**src/sv/fcre_pkg.sv**
```systemverilog
// Shared types and codes for the forward-chaining rule engine.
`timescale 1ns / 1ps
`default_nettype none

package fcre_pkg;

  // Sequencer states
  typedef enum logic [1:0] {
    ST_IDLE,
    ST_PASS,
    ST_SCAN
  } state_e;

  // Request modes
  localparam logic MODE_LOAD  = 1'b0;
  localparam logic MODE_QUERY = 1'b1;

  // Result kinds
  localparam logic KIND_STEP   = 1'b0;
  localparam logic KIND_STATUS = 1'b1;

  // Run status codes
  localparam logic [1:0] STAT_REACHED = 2'd0;
  localparam logic [1:0] STAT_KNOWN   = 2'd1;
  localparam logic [1:0] STAT_MISSED  = 2'd2;

  // Fixed field widths
  localparam int unsigned MaskW = 64;
  localparam int unsigned SymW  = 6;
  localparam int unsigned SlotW = 5;
  localparam int unsigned CntW  = 6;

endpackage

`default_nettype wire

```
**src/sv/forward_chaining_rule_engine_core.sv**
```systemverilog
// Forward-chaining rule engine: rule memory, fact register and scan sequencer.
// A rule load gives no result. A query runs passes: each pass checks the goal,
// then scans the rules in use in slot order until one fires or the last one is
// checked; the single rule memory read port checks one rule per cycle. Each
// result is strobed for one cycle; the status result follows the last step at
// the earliest in the cycle after it. The core takes one request at a time.
// Reset clears the rule count and the sequencer; rule memory contents are
// undefined until loaded.
`timescale 1ns / 1ps
`default_nettype none

module forward_chaining_rule_engine_core #(
  parameter int unsigned MAX_RULES    = 32,
  parameter int unsigned SYMBOL_COUNT = 64
) (
  input  wire logic                              clk_i,
  input  wire logic                              rst_ni,
  input  wire logic                              cfg_we_i,
  input  wire logic [fcre_pkg::CntW-1:0]         cfg_wdata_i,
  input  wire logic                              start_i,
  output logic                                   busy_o,
  input  wire logic                              mode_i,
  input  wire logic [fcre_pkg::SlotW-1:0]        rule_slot_i,
  input  wire logic [fcre_pkg::MaskW-1:0]        condition_mask_i,
  input  wire logic [fcre_pkg::SymW-1:0]         conclusion_symbol_i,
  input  wire logic [fcre_pkg::MaskW-1:0]        initial_facts_i,
  input  wire logic [fcre_pkg::SymW-1:0]         goal_symbol_i,
  output logic                                   result_valid_o,
  output logic                                   item_kind_o,
  output logic [fcre_pkg::CntW-1:0]              fired_rule_o,
  output logic [1:0]                             status_o,
  output logic [fcre_pkg::MaskW-1:0]             final_facts_o,
  output logic                                   last_item_o
);

  localparam int unsigned IdxW = (MAX_RULES > 1) ? $clog2(MAX_RULES) : 1;
  localparam logic [fcre_pkg::MaskW-1:0] AlphaMask =
    fcre_pkg::MaskW'((65'(1) << SYMBOL_COUNT) - 65'(1));
  localparam logic [fcre_pkg::CntW-1:0] MaxRules = fcre_pkg::CntW'(MAX_RULES);
  localparam logic [fcre_pkg::SymW:0]   SymLimit = (fcre_pkg::SymW + 1)'(SYMBOL_COUNT);

  fcre_pkg::state_e state_q, state_d;

  logic [fcre_pkg::CntW-1:0]  rule_count_q;
  logic [fcre_pkg::CntW-1:0]  limit;
  logic [fcre_pkg::MaskW-1:0] facts_q, facts_d;
  logic [fcre_pkg::SymW-1:0]  goal_q, goal_d;
  logic [fcre_pkg::CntW-1:0]  pass_q, pass_d;
  logic [fcre_pkg::CntW-1:0]  idx_q, idx_d;
  logic [fcre_pkg::CntW-1:0]  idx_inc;

  // Rule memory, one read port with registered data
  logic [fcre_pkg::MaskW-1:0] cond_mem  [MAX_RULES];
  logic [fcre_pkg::SymW-1:0]  concl_mem [MAX_RULES];
  logic [fcre_pkg::MaskW-1:0] rd_cond_q;
  logic [fcre_pkg::SymW-1:0]  rd_concl_q;
  logic [IdxW-1:0]            rd_addr;
  logic [IdxW-1:0]            wr_addr;
  logic [fcre_pkg::CntW-1:0]  slot_ext;
  logic                       mem_we;

  logic accept;
  logic goal_hit;
  logic concl_ok;
  logic fire;
  logic last_rule;
  logic [fcre_pkg::MaskW-1:0] fired_facts;

  logic                       emit;
  logic                       res_valid_q;
  logic                       kind_q, kind_d;
  logic [fcre_pkg::CntW-1:0]  rule_q, rule_d;
  logic [1:0]                 stat_q, stat_d;
  logic [fcre_pkg::MaskW-1:0] out_facts_q, out_facts_d;

  assign busy_o = (state_q != fcre_pkg::ST_IDLE);
  assign accept = start_i && !busy_o;

  assign limit = (rule_count_q > MaxRules) ? MaxRules : rule_count_q;

  assign slot_ext = {1'b0, rule_slot_i};
  assign wr_addr  = slot_ext[IdxW-1:0];
  assign mem_we   = accept && (mode_i == fcre_pkg::MODE_LOAD) && (slot_ext < MaxRules);

  assign goal_hit = ({1'b0, goal_q} < SymLimit) && facts_q[goal_q];
  assign concl_ok = ({1'b0, rd_concl_q} < SymLimit);
  assign fire     = ((facts_q & rd_cond_q) == rd_cond_q) && concl_ok && !facts_q[rd_concl_q];
  assign fired_facts = facts_q | (fcre_pkg::MaskW'(1) << rd_concl_q);
  assign idx_inc   = idx_q + fcre_pkg::CntW'(1);
  assign last_rule = (idx_inc == limit);

  always_ff @(posedge clk_i) begin
    if (mem_we) begin
      cond_mem[wr_addr]  <= condition_mask_i & AlphaMask;
      concl_mem[wr_addr] <= conclusion_symbol_i;
    end
    rd_cond_q  <= cond_mem[rd_addr];
    rd_concl_q <= concl_mem[rd_addr];
  end

  // Next state
  always_comb begin
    state_d = state_q;
    unique case (state_q)
      fcre_pkg::ST_IDLE: begin
        if (accept && (mode_i == fcre_pkg::MODE_QUERY)) state_d = fcre_pkg::ST_PASS;
      end
      fcre_pkg::ST_PASS: begin
        if (goal_hit || (pass_q == limit)) state_d = fcre_pkg::ST_IDLE;
        else state_d = fcre_pkg::ST_SCAN;
      end
      fcre_pkg::ST_SCAN: begin
        if (fire) state_d = fcre_pkg::ST_PASS;
        else if (last_rule) state_d = fcre_pkg::ST_IDLE;
      end
      default: state_d = fcre_pkg::ST_IDLE;
    endcase
  end

  // Datapath control
  always_comb begin
    facts_d     = facts_q;
    goal_d      = goal_q;
    pass_d      = pass_q;
    idx_d       = idx_q;
    rd_addr     = '0;
    emit        = 1'b0;
    kind_d      = kind_q;
    rule_d      = rule_q;
    stat_d      = stat_q;
    out_facts_d = out_facts_q;
    unique case (state_q)
      fcre_pkg::ST_IDLE: begin
        if (accept && (mode_i == fcre_pkg::MODE_QUERY)) begin
          facts_d = initial_facts_i & AlphaMask;
          goal_d  = goal_symbol_i;
          pass_d  = '0;
        end
      end
      fcre_pkg::ST_PASS: begin
        // Facts only grow by firing, so a hit before any pass means known
        if (goal_hit) begin
          emit        = 1'b1;
          kind_d      = fcre_pkg::KIND_STATUS;
          rule_d      = '0;
          stat_d      = (pass_q == '0) ? fcre_pkg::STAT_KNOWN : fcre_pkg::STAT_REACHED;
          out_facts_d = facts_q;
        end else if (pass_q == limit) begin
          emit        = 1'b1;
          kind_d      = fcre_pkg::KIND_STATUS;
          rule_d      = '0;
          stat_d      = fcre_pkg::STAT_MISSED;
          out_facts_d = facts_q;
        end else begin
          idx_d = '0;
        end
      end
      fcre_pkg::ST_SCAN: begin
        // Prefetch the next rule while this one is checked
        if (idx_inc < MaxRules) rd_addr = idx_inc[IdxW-1:0];
        if (fire) begin
          facts_d     = fired_facts;
          pass_d      = pass_q + fcre_pkg::CntW'(1);
          emit        = 1'b1;
          kind_d      = fcre_pkg::KIND_STEP;
          rule_d      = idx_inc;
          stat_d      = fcre_pkg::STAT_REACHED;
          out_facts_d = fired_facts;
        end else if (last_rule) begin
          // A pass that fires nothing leaves every later pass idle too
          emit        = 1'b1;
          kind_d      = fcre_pkg::KIND_STATUS;
          rule_d      = '0;
          stat_d      = fcre_pkg::STAT_MISSED;
          out_facts_d = facts_q;
        end else begin
          idx_d = idx_inc;
        end
      end
      default: begin
      end
    endcase
  end

  always_ff @(posedge clk_i or negedge rst_ni) begin
    if (!rst_ni) begin
      state_q      <= fcre_pkg::ST_IDLE;
      rule_count_q <= '0;
      pass_q       <= '0;
      idx_q        <= '0;
      res_valid_q  <= 1'b0;
    end else begin
      state_q <= state_d;
      if (cfg_we_i) rule_count_q <= cfg_wdata_i;
      pass_q      <= pass_d;
      idx_q       <= idx_d;
      res_valid_q <= emit;
    end
  end

  always_ff @(posedge clk_i) begin
    facts_q     <= facts_d;
    goal_q      <= goal_d;
    kind_q      <= kind_d;
    rule_q      <= rule_d;
    stat_q      <= stat_d;
    out_facts_q <= out_facts_d;
  end

  assign result_valid_o = res_valid_q;
  assign item_kind_o    = kind_q;
  assign fired_rule_o   = rule_q;
  assign status_o       = stat_q;
  assign final_facts_o  = out_facts_q;
  assign last_item_o    = (kind_q == fcre_pkg::KIND_STATUS);

endmodule

`default_nettype wire

```
**config.mk**
```make
export PLATFORM = sky130hd
export DESIGN_NAME = forward_chaining_rule_engine_core
export DESIGN_NICKNAME = d
export VERILOG_FILES = /design/src/sv/fcre_pkg.sv /design/src/sv/forward_chaining_rule_engine_core.sv
export SDC_FILE = /design/constraint.sdc
export NUM_CORES = 2
export LEC_CHECK = 0
export BUFFER_PORTS_ARGS = -buffer_cell sky130_fd_sc_hd__buf_4
export CAP_MARGIN = 0
export CORE_MARGIN = 1
export CORE_UTILIZATION = 50
export DETAILED_ROUTE_END_ITERATION = 8
export HOLD_SLACK_MARGIN = 0.12
export PLACE_DENSITY = 0.66
export SLEW_MARGIN = 20
export SYNTH_ARGS = -nofsm -noshare
export SYNTH_HDL_FRONTEND = slang
export SYNTH_SLANG_ARGS = --single-unit
```
**constraint.sdc**
```tcl
create_clock -name clk_i -period 5.1 [get_ports clk_i]
set_clock_uncertainty 0.05 [all_clocks]
set_input_delay 0.255 -clock clk_i [delete_from_list [all_inputs] [get_ports clk_i]]
set_output_delay 0.255 -clock clk_i [all_outputs]
set_load 0.1 [all_outputs]
```
; Yosys cells after proc, flatten, opt, wreduce, memory -nomap -nowiden
; Memory sizes are Yosys's and may differ from the RTL's. A register that Yosys moved wholly into a read port is not among the register bits.
; Index checks and enable logic that the tools add are counted.
[classes]
addsub = 2
multipliers = 0
div = 0
order_cmp = 5
n_eq_ne = 13
n_shift = 1
muxes = 51
bitwise = 3
n_reduce_logical = 18
[ops]
columns = op, n
row1 = $mux W64, 6
row2 = $pmux W64 S2, 2
row3 = $mux W6, 11
row4 = $and A64 B64 Y64, 1
row5 = $eq A64 B64 Y1, 1
row6 = $or A64 B64 Y64, 1
row7 = $shl A1 B6 Y64 const A, 1
row8 = $pmux W6 S2, 3
row9 = $mux W2, 8
row10 = $lt A6 B7 Y1 const B, 2
row11 = $mux W1, 13
row12 = $add A6 B1 Y6 const B, 2
row13 = $bmux W1 S6, 2
row14 = $eq A6 B6 Y1, 2
row15 = $ne A2 B2 Y1 const B, 6
row16 = $mux W5, 2
row17 = $gt A6 B6 Y1 const B, 1
row18 = $logic_not A6 Y1, 1
row19 = $lt A5 B6 Y1 const B, 1
row20 = $lt A6 B6 Y1 const B, 1
row21 = $ne A3 B3 Y1 const B, 2
row22 = $pmux W2 S3, 1
row23 = $reduce_and A3 Y1, 2
row24 = $reduce_bool A2 Y1, 3
row25 = other kinds (11), 18
[totals]
reg_bits = 164
latchBits = 0
ram_bits = 2240
romBits = 0
in_bits = 156
elab_cells = 106
memories = 2
[mem_list]
columns = name, words, word_bits, read_ports, rd_clocked_by_memory_dff, wr, line
row1 = cond_mem, 32, 64, 1, 1, 1, forward_chaining_rule_engine_core.sv:53  ; logic [fcre_pkg::MaskW-1:0] cond_mem [MAX_RULES];
row2 = concl_mem, 32, 6, 1, 1, 1, forward_chaining_rule_engine_core.sv:54  ; logic [fcre_pkg::SymW-1:0] concl_mem [MAX_RULES];

; Logic depth before layout (Yosys ltp)
[logic_depth]
depth_word = 7
mapped_depth = 13
ltp_nobuf = 9

; Worst setup path before layout
; Ideal clock, no wire load.
[synth_path]
path_type = register -> register
start = reg state_q[0]
end = mem concl_mem[12][0] (netlist bit), enable pin
setup_time_ns = 0.499
t_arrival_ns = 4.147
slack_ns = 0.404
stages_incl_launch_ff = 8
period_less_slack_ns = 4.696
cell_sequence = dfrtp_1 > inv_1 > ha_1 > nand2_1 > nor3_1 > nand2b_1 > clkbuf_1 > nor2_1
[synth_via]
elab_chain_len = 7
[synth_rtl]
columns = item, line
row1 = "start, declared", forward_chaining_rule_engine_core.sv:42  ; fcre_pkg::state_e state_q, state_d;
row2 = "start signal, assigned", forward_chaining_rule_engine_core.sv:187  ; state_q <= fcre_pkg::ST_IDLE;
row3 = "start signal, assigned", forward_chaining_rule_engine_core.sv:193  ; state_q <= state_d;
row4 = $reduce_bool A2 Y1, forward_chaining_rule_engine_core.sv:76  ; assign busy_o = (state_q != fcre_pkg::ST_IDLE);
row5 = $logic_not A1 Y1, forward_chaining_rule_engine_core.sv:77  ; assign accept = start_i && !busy_o;
row6 = $logic_and A1 B1 Y1, forward_chaining_rule_engine_core.sv:77
row7 = $logic_and A1 B1 Y1 (2 in series), forward_chaining_rule_engine_core.sv:83  ; assign mem_we = accept && (mode_i == fcre_pkg::MODE_LOAD) && (slot_ext < MaxRules);
row8 = $mux W1, forward_chaining_rule_engine_core.sv:93  ; if (mem_we) begin
row9 = $mux W1 (implied by the code), forward_chaining_rule_engine_core.sv:95  ; concl_mem[wr_addr] <= conclusion_symbol_i;
row10 = "end, declared", forward_chaining_rule_engine_core.sv:54
; Every way passes these cells.

; Worst setup path in the final report
[layout_path]
start = reg idx_q[0] (netlist bit)
end = reg rd_concl_q[4] (netlist bit), read port of concl_mem
[layout_via]
elab_chain_len = 4
[layout_rtl]
columns = item, line
row1 = "start, declared", forward_chaining_rule_engine_core.sv:49  ; logic [fcre_pkg::CntW-1:0] idx_q, idx_d;
row2 = "start signal, assigned", forward_chaining_rule_engine_core.sv:196  ; idx_q <= idx_d;
row3 = $add A6 B1 Y6 (*), forward_chaining_rule_engine_core.sv:89  ; assign idx_inc = idx_q + fcre_pkg::CntW'(1);
row4 = named net idx_inc (one bit), forward_chaining_rule_engine_core.sv:50  ; logic [fcre_pkg::CntW-1:0] idx_inc;
row5 = $lt A6 B6 Y1, forward_chaining_rule_engine_core.sv:160  ; if (idx_inc < MaxRules) rd_addr = idx_inc[IdxW-1:0];
row6 = $mux W5 (*), forward_chaining_rule_engine_core.sv:160
row7 = $mux W5 (*), forward_chaining_rule_engine_core.sv:132  ; unique case (state_q)
row8 = "end, declared", forward_chaining_rule_engine_core.sv:56  ; logic [fcre_pkg::SymW-1:0] rd_concl_q;
; The timed path passes the listed nets; every way through them passes the cells marked *.
; A chain may end at the register's enable or synchronous reset.

==> qor.yml <==
placement:
  hpwl_mm: 148
  gp_routability_congestion: 0.932
  port-buffer-count: 231
sta:
  max_slew.worst_pin.slew_ns: 1.19
  fin_hold_ws_ns: 0.178
  final.min_clock_period_ns: 4.23
  slew_headroom: 0.207
  tns_ns: 0
  slew_viol_final: 0
  fin_crit_sh: 0.829
  finalHoldViolCount: 0
  fmax_mhz: 237
  setup_viol: 0
  grt_setup_unrepaired: "no"
floorplanning:
  fp-row-count: 160
  fp.dieH_um: 441
  core_mm2: 0.191
  die_w_um: 441
  io_pins: 232
  die_area_mm2: 0.194
  start_util: 0.505
power_and_ir_drop:
  power_mw: 48.5
  leakage_nw: 36.8
  p_sw_frac: 0.271
  pwr-share-clk: 0.357
  power_density_mw_per_mm2: 435
  ir_worst_vdd_mv: 0.436
  pwr-share-seq: 0.489
  comb_power_share: 0.154
  intPower_mw: 35.4
  power.net_switching_mw: 13.1
finish:
  layout-drive-gt1-share: 0.221
  layout_commonest_cell: "edfxtp_1"
  final_cell_mix: "edfxtp_1 (2383), nand2_1 (661), mux4_2 (495), buf_4 (335), a21oi_1 (251)"
  synthToLayoutAreaGrowth_pct: 15.9
  nNetsFinal: 5828
  fillers: 13764
min_path:
  holdCritStartpoint: "initial_facts_i[30]"
  hold_class: "input pin to register"
  min_path_cells: 4
  whs_endpoint: "facts_q[30]"
clock_network:
  cts-buffers-inserted: 235
  path_clk_slew_ns: 0.06
  root_buffer: "clkbuf_16"
  holdBufCountCts: 178
  h-tree-depth: 4
  ctsResizeCount: 0
  tritoncts: "done"
  insertion_delay_ns: 0.91
  clock_path_buffers: 3
  post_cts_buffers: 0
  clock_sinks: 2474
flow_run:
  maxCapViolCount: 0
yosys:
  synth_area_per_cell_um2: 18.7
  ys_types: 68
  yosysWarnings: 0
  ys.flop_type: "edfxtp_1"
  synthCells: 5151
  synth.net_count: 5314
  yosysSeqAreaShare: 0.763
  ys_ff_latch: 2474
  syn_area_mm2: 0.0962
  synth_edf_count: 2383
  synth-async-reset-ratio: 0.00849
worst_setup_path:
  required_ns: 5.70
  r2r_slack_ns: 0.87
  critPathCaptureType: "register"
  path_class: "register to register"
  cp.arrival_ns: 4.83
  crit_path_max_fanout: 76
  r2r_start: "idx_q[0]"
  crit_start: "idx_q[0]"
  worstSetupStartpointType: "register"
  rr_endpoint: "rd_concl_q[4]"
  worst_r2r_path_depth: 9
route:
  firstDrtPassIters: 7
  avgRoutedWirePerCell_um: 31.8
  dr_total_vias: 53728
  via_per_inst: 6.40
  wirelength_mm: 267
  drtIter0Drc: 7164
  ant_nets: 0
  drc: 0
global_routing:
  grt_pass1_wl_mm: 380
  antenna_found_initial: 24
  grt_pass1_vias: 52073
  grt_usage: 0.275
  grt_max_degree: 174
  overflow: 0
status:
  status: "finished, final reports clean"
flip-flops by register name, summed over array words and instances (netlist names):
| register | flops |
|---|---|
| concl_mem | 192 |
| cond_mem | 2048 |
| facts_q | 64 |
| final_facts_o | 64 |
| fired_rule_o | 6 |
| goal_q | 6 |
| idx_q | 6 |
| item_kind_o | 1 |
| pass_q | 6 |
| rd_concl_q | 6 |
| rd_cond_q | 64 |
| result_valid_o | 1 |
| rule_count_q | 6 |
| state_q | 2 |
| status_o | 2 |
metrics by stage:
| step | std cells | setup WS, ns | util | cell area, um2 |
|---|---|---|---|---|
| 5_1_grt | 8381 | 0.707 | 0.585 | 111000 |
| 2_1_floorplan | 5151 | 0.404 | - | 96200 |
| 6_report | 8393 | 0.874 | 0.585 | 112000 |
| 3_5_place_dp | 7760 | 0.959 | 0.535 | 102000 |
| 3_3_place_gp | 7760 | 1.05 | 0.535 | 102000 |
| 4_1_cts | 8379 | 0.945 | 0.585 | 111000 |
cell families after synthesis:
family,count (synthesis),synth area share
AND/OR/NAND/NOR,1140,0.0521
flip-flops,2474,0.763
adder cells (fa/ha/maj),7,0.000910
XOR/XNOR,7,0.000637
buffers and inverters,330,0.0162
AO/OA/AOI/OAI,606,0.0412
multiplexers,587,0.125
critical path, cell delays in order (launching register included):
cell,delay (ns)
dfrtp_1,0.47
ha_1,0.45
and2_4,0.67
nand3_4,0.48
buf_12,0.39
nand2_1,0.19
nand3_1,0.10
a221oi_1,0.30
nor3_1,0.09
or3_1,0.60
Yosys cell counts, drive strengths merged (3+ instances only):
library cell	instances	area [um2]
edfxtp	2383	71600
nand2	665	2500
mux4	495	11100
a21oi	251	1260
buf	171	962
nor2	138	518
clkbuf	128	480
nand3	120	606
a221oi	86	753
mux2i	84	841
a31oi	76	475
dfxtp	70	1400
nor2b	58	363
or3	40	250
o21bai	39	293
nor3	38	206
inv	31	116
o21ai	27	135
a32o	24	240
and3	24	150
o22ai	24	150
dfrtp	21	526
a2111oi	16	140
a311oi	11	96.3
a21o	9	67.6
mux2	8	90.1
nand2b	8	50.1
nand4	8	50.1
a211o	7	61.3
a22oi	7	52.6
ha	7	87.6
o31ai	7	52.6
and2	6	37.5
nor4	6	37.5
a22o	5	43.8
nand3b	5	37.5
or2	5	31.3
or4	4	30.0
xor2	4	35.0
nand4b	3	26.3
o21a	3	22.5
or4b	3	30.0
or4bb	3	33.8
xnor2	3	26.3
worst max-delay path by stage:
stage,to,slack [ns]
final,rd_concl_q[4],0.87
after global routing,rd_concl_q[4],0.71
after CTS,rd_concl_q[4],0.94
after detailed placement,rd_concl_q[4],0.96
after global placement,rd_concl_q[4],1.05
after floorplan,concl_mem[12][0],0.40
area by class of cell:
cell class,count,area [um2],share of cell area
Tap cell,2511,3140,0.0282
Sequential cell,2474,73500,0.659
Antenna cell,13,32.5,0.000292
Clock inverter,113,1180,0.0106
Multi-Input combinational cell,2347,21600,0.193
Clock buffer,328,6470,0.0580
Inverter,31,116,0.00104
Timing Repair Buffer,576,5540,0.0497
per-layer routing:
metal | vias to the layer above | wire [um] | GRT usage
met5 | - | 133 | 0
met3 | 550 | 30300 | 0.0597
met4 | 20 | 8840 | 0.0863
met1 | 27997 | 103000 | 0.393
met2 | 3359 | 124000 | 0.426
li1 | 21802 | - | -
power by group through the flow:
stage | clock [mW] | combinational (mW) | sequential (mW)
5_1_grt | 18.2 | 7.83 | 23.7
4_1_cts | 17.5 | 7.45 | 23.7
2_1_floorplan | 0 | 3.38 | 25.7
6_report | 17.3 | 7.45 | 23.7
3_5_place_dp | 0 | 7.31 | 24.1
3_3_place_gp | 0 | 7.25 | 24.1
Power figures use the tool's default switching activity.
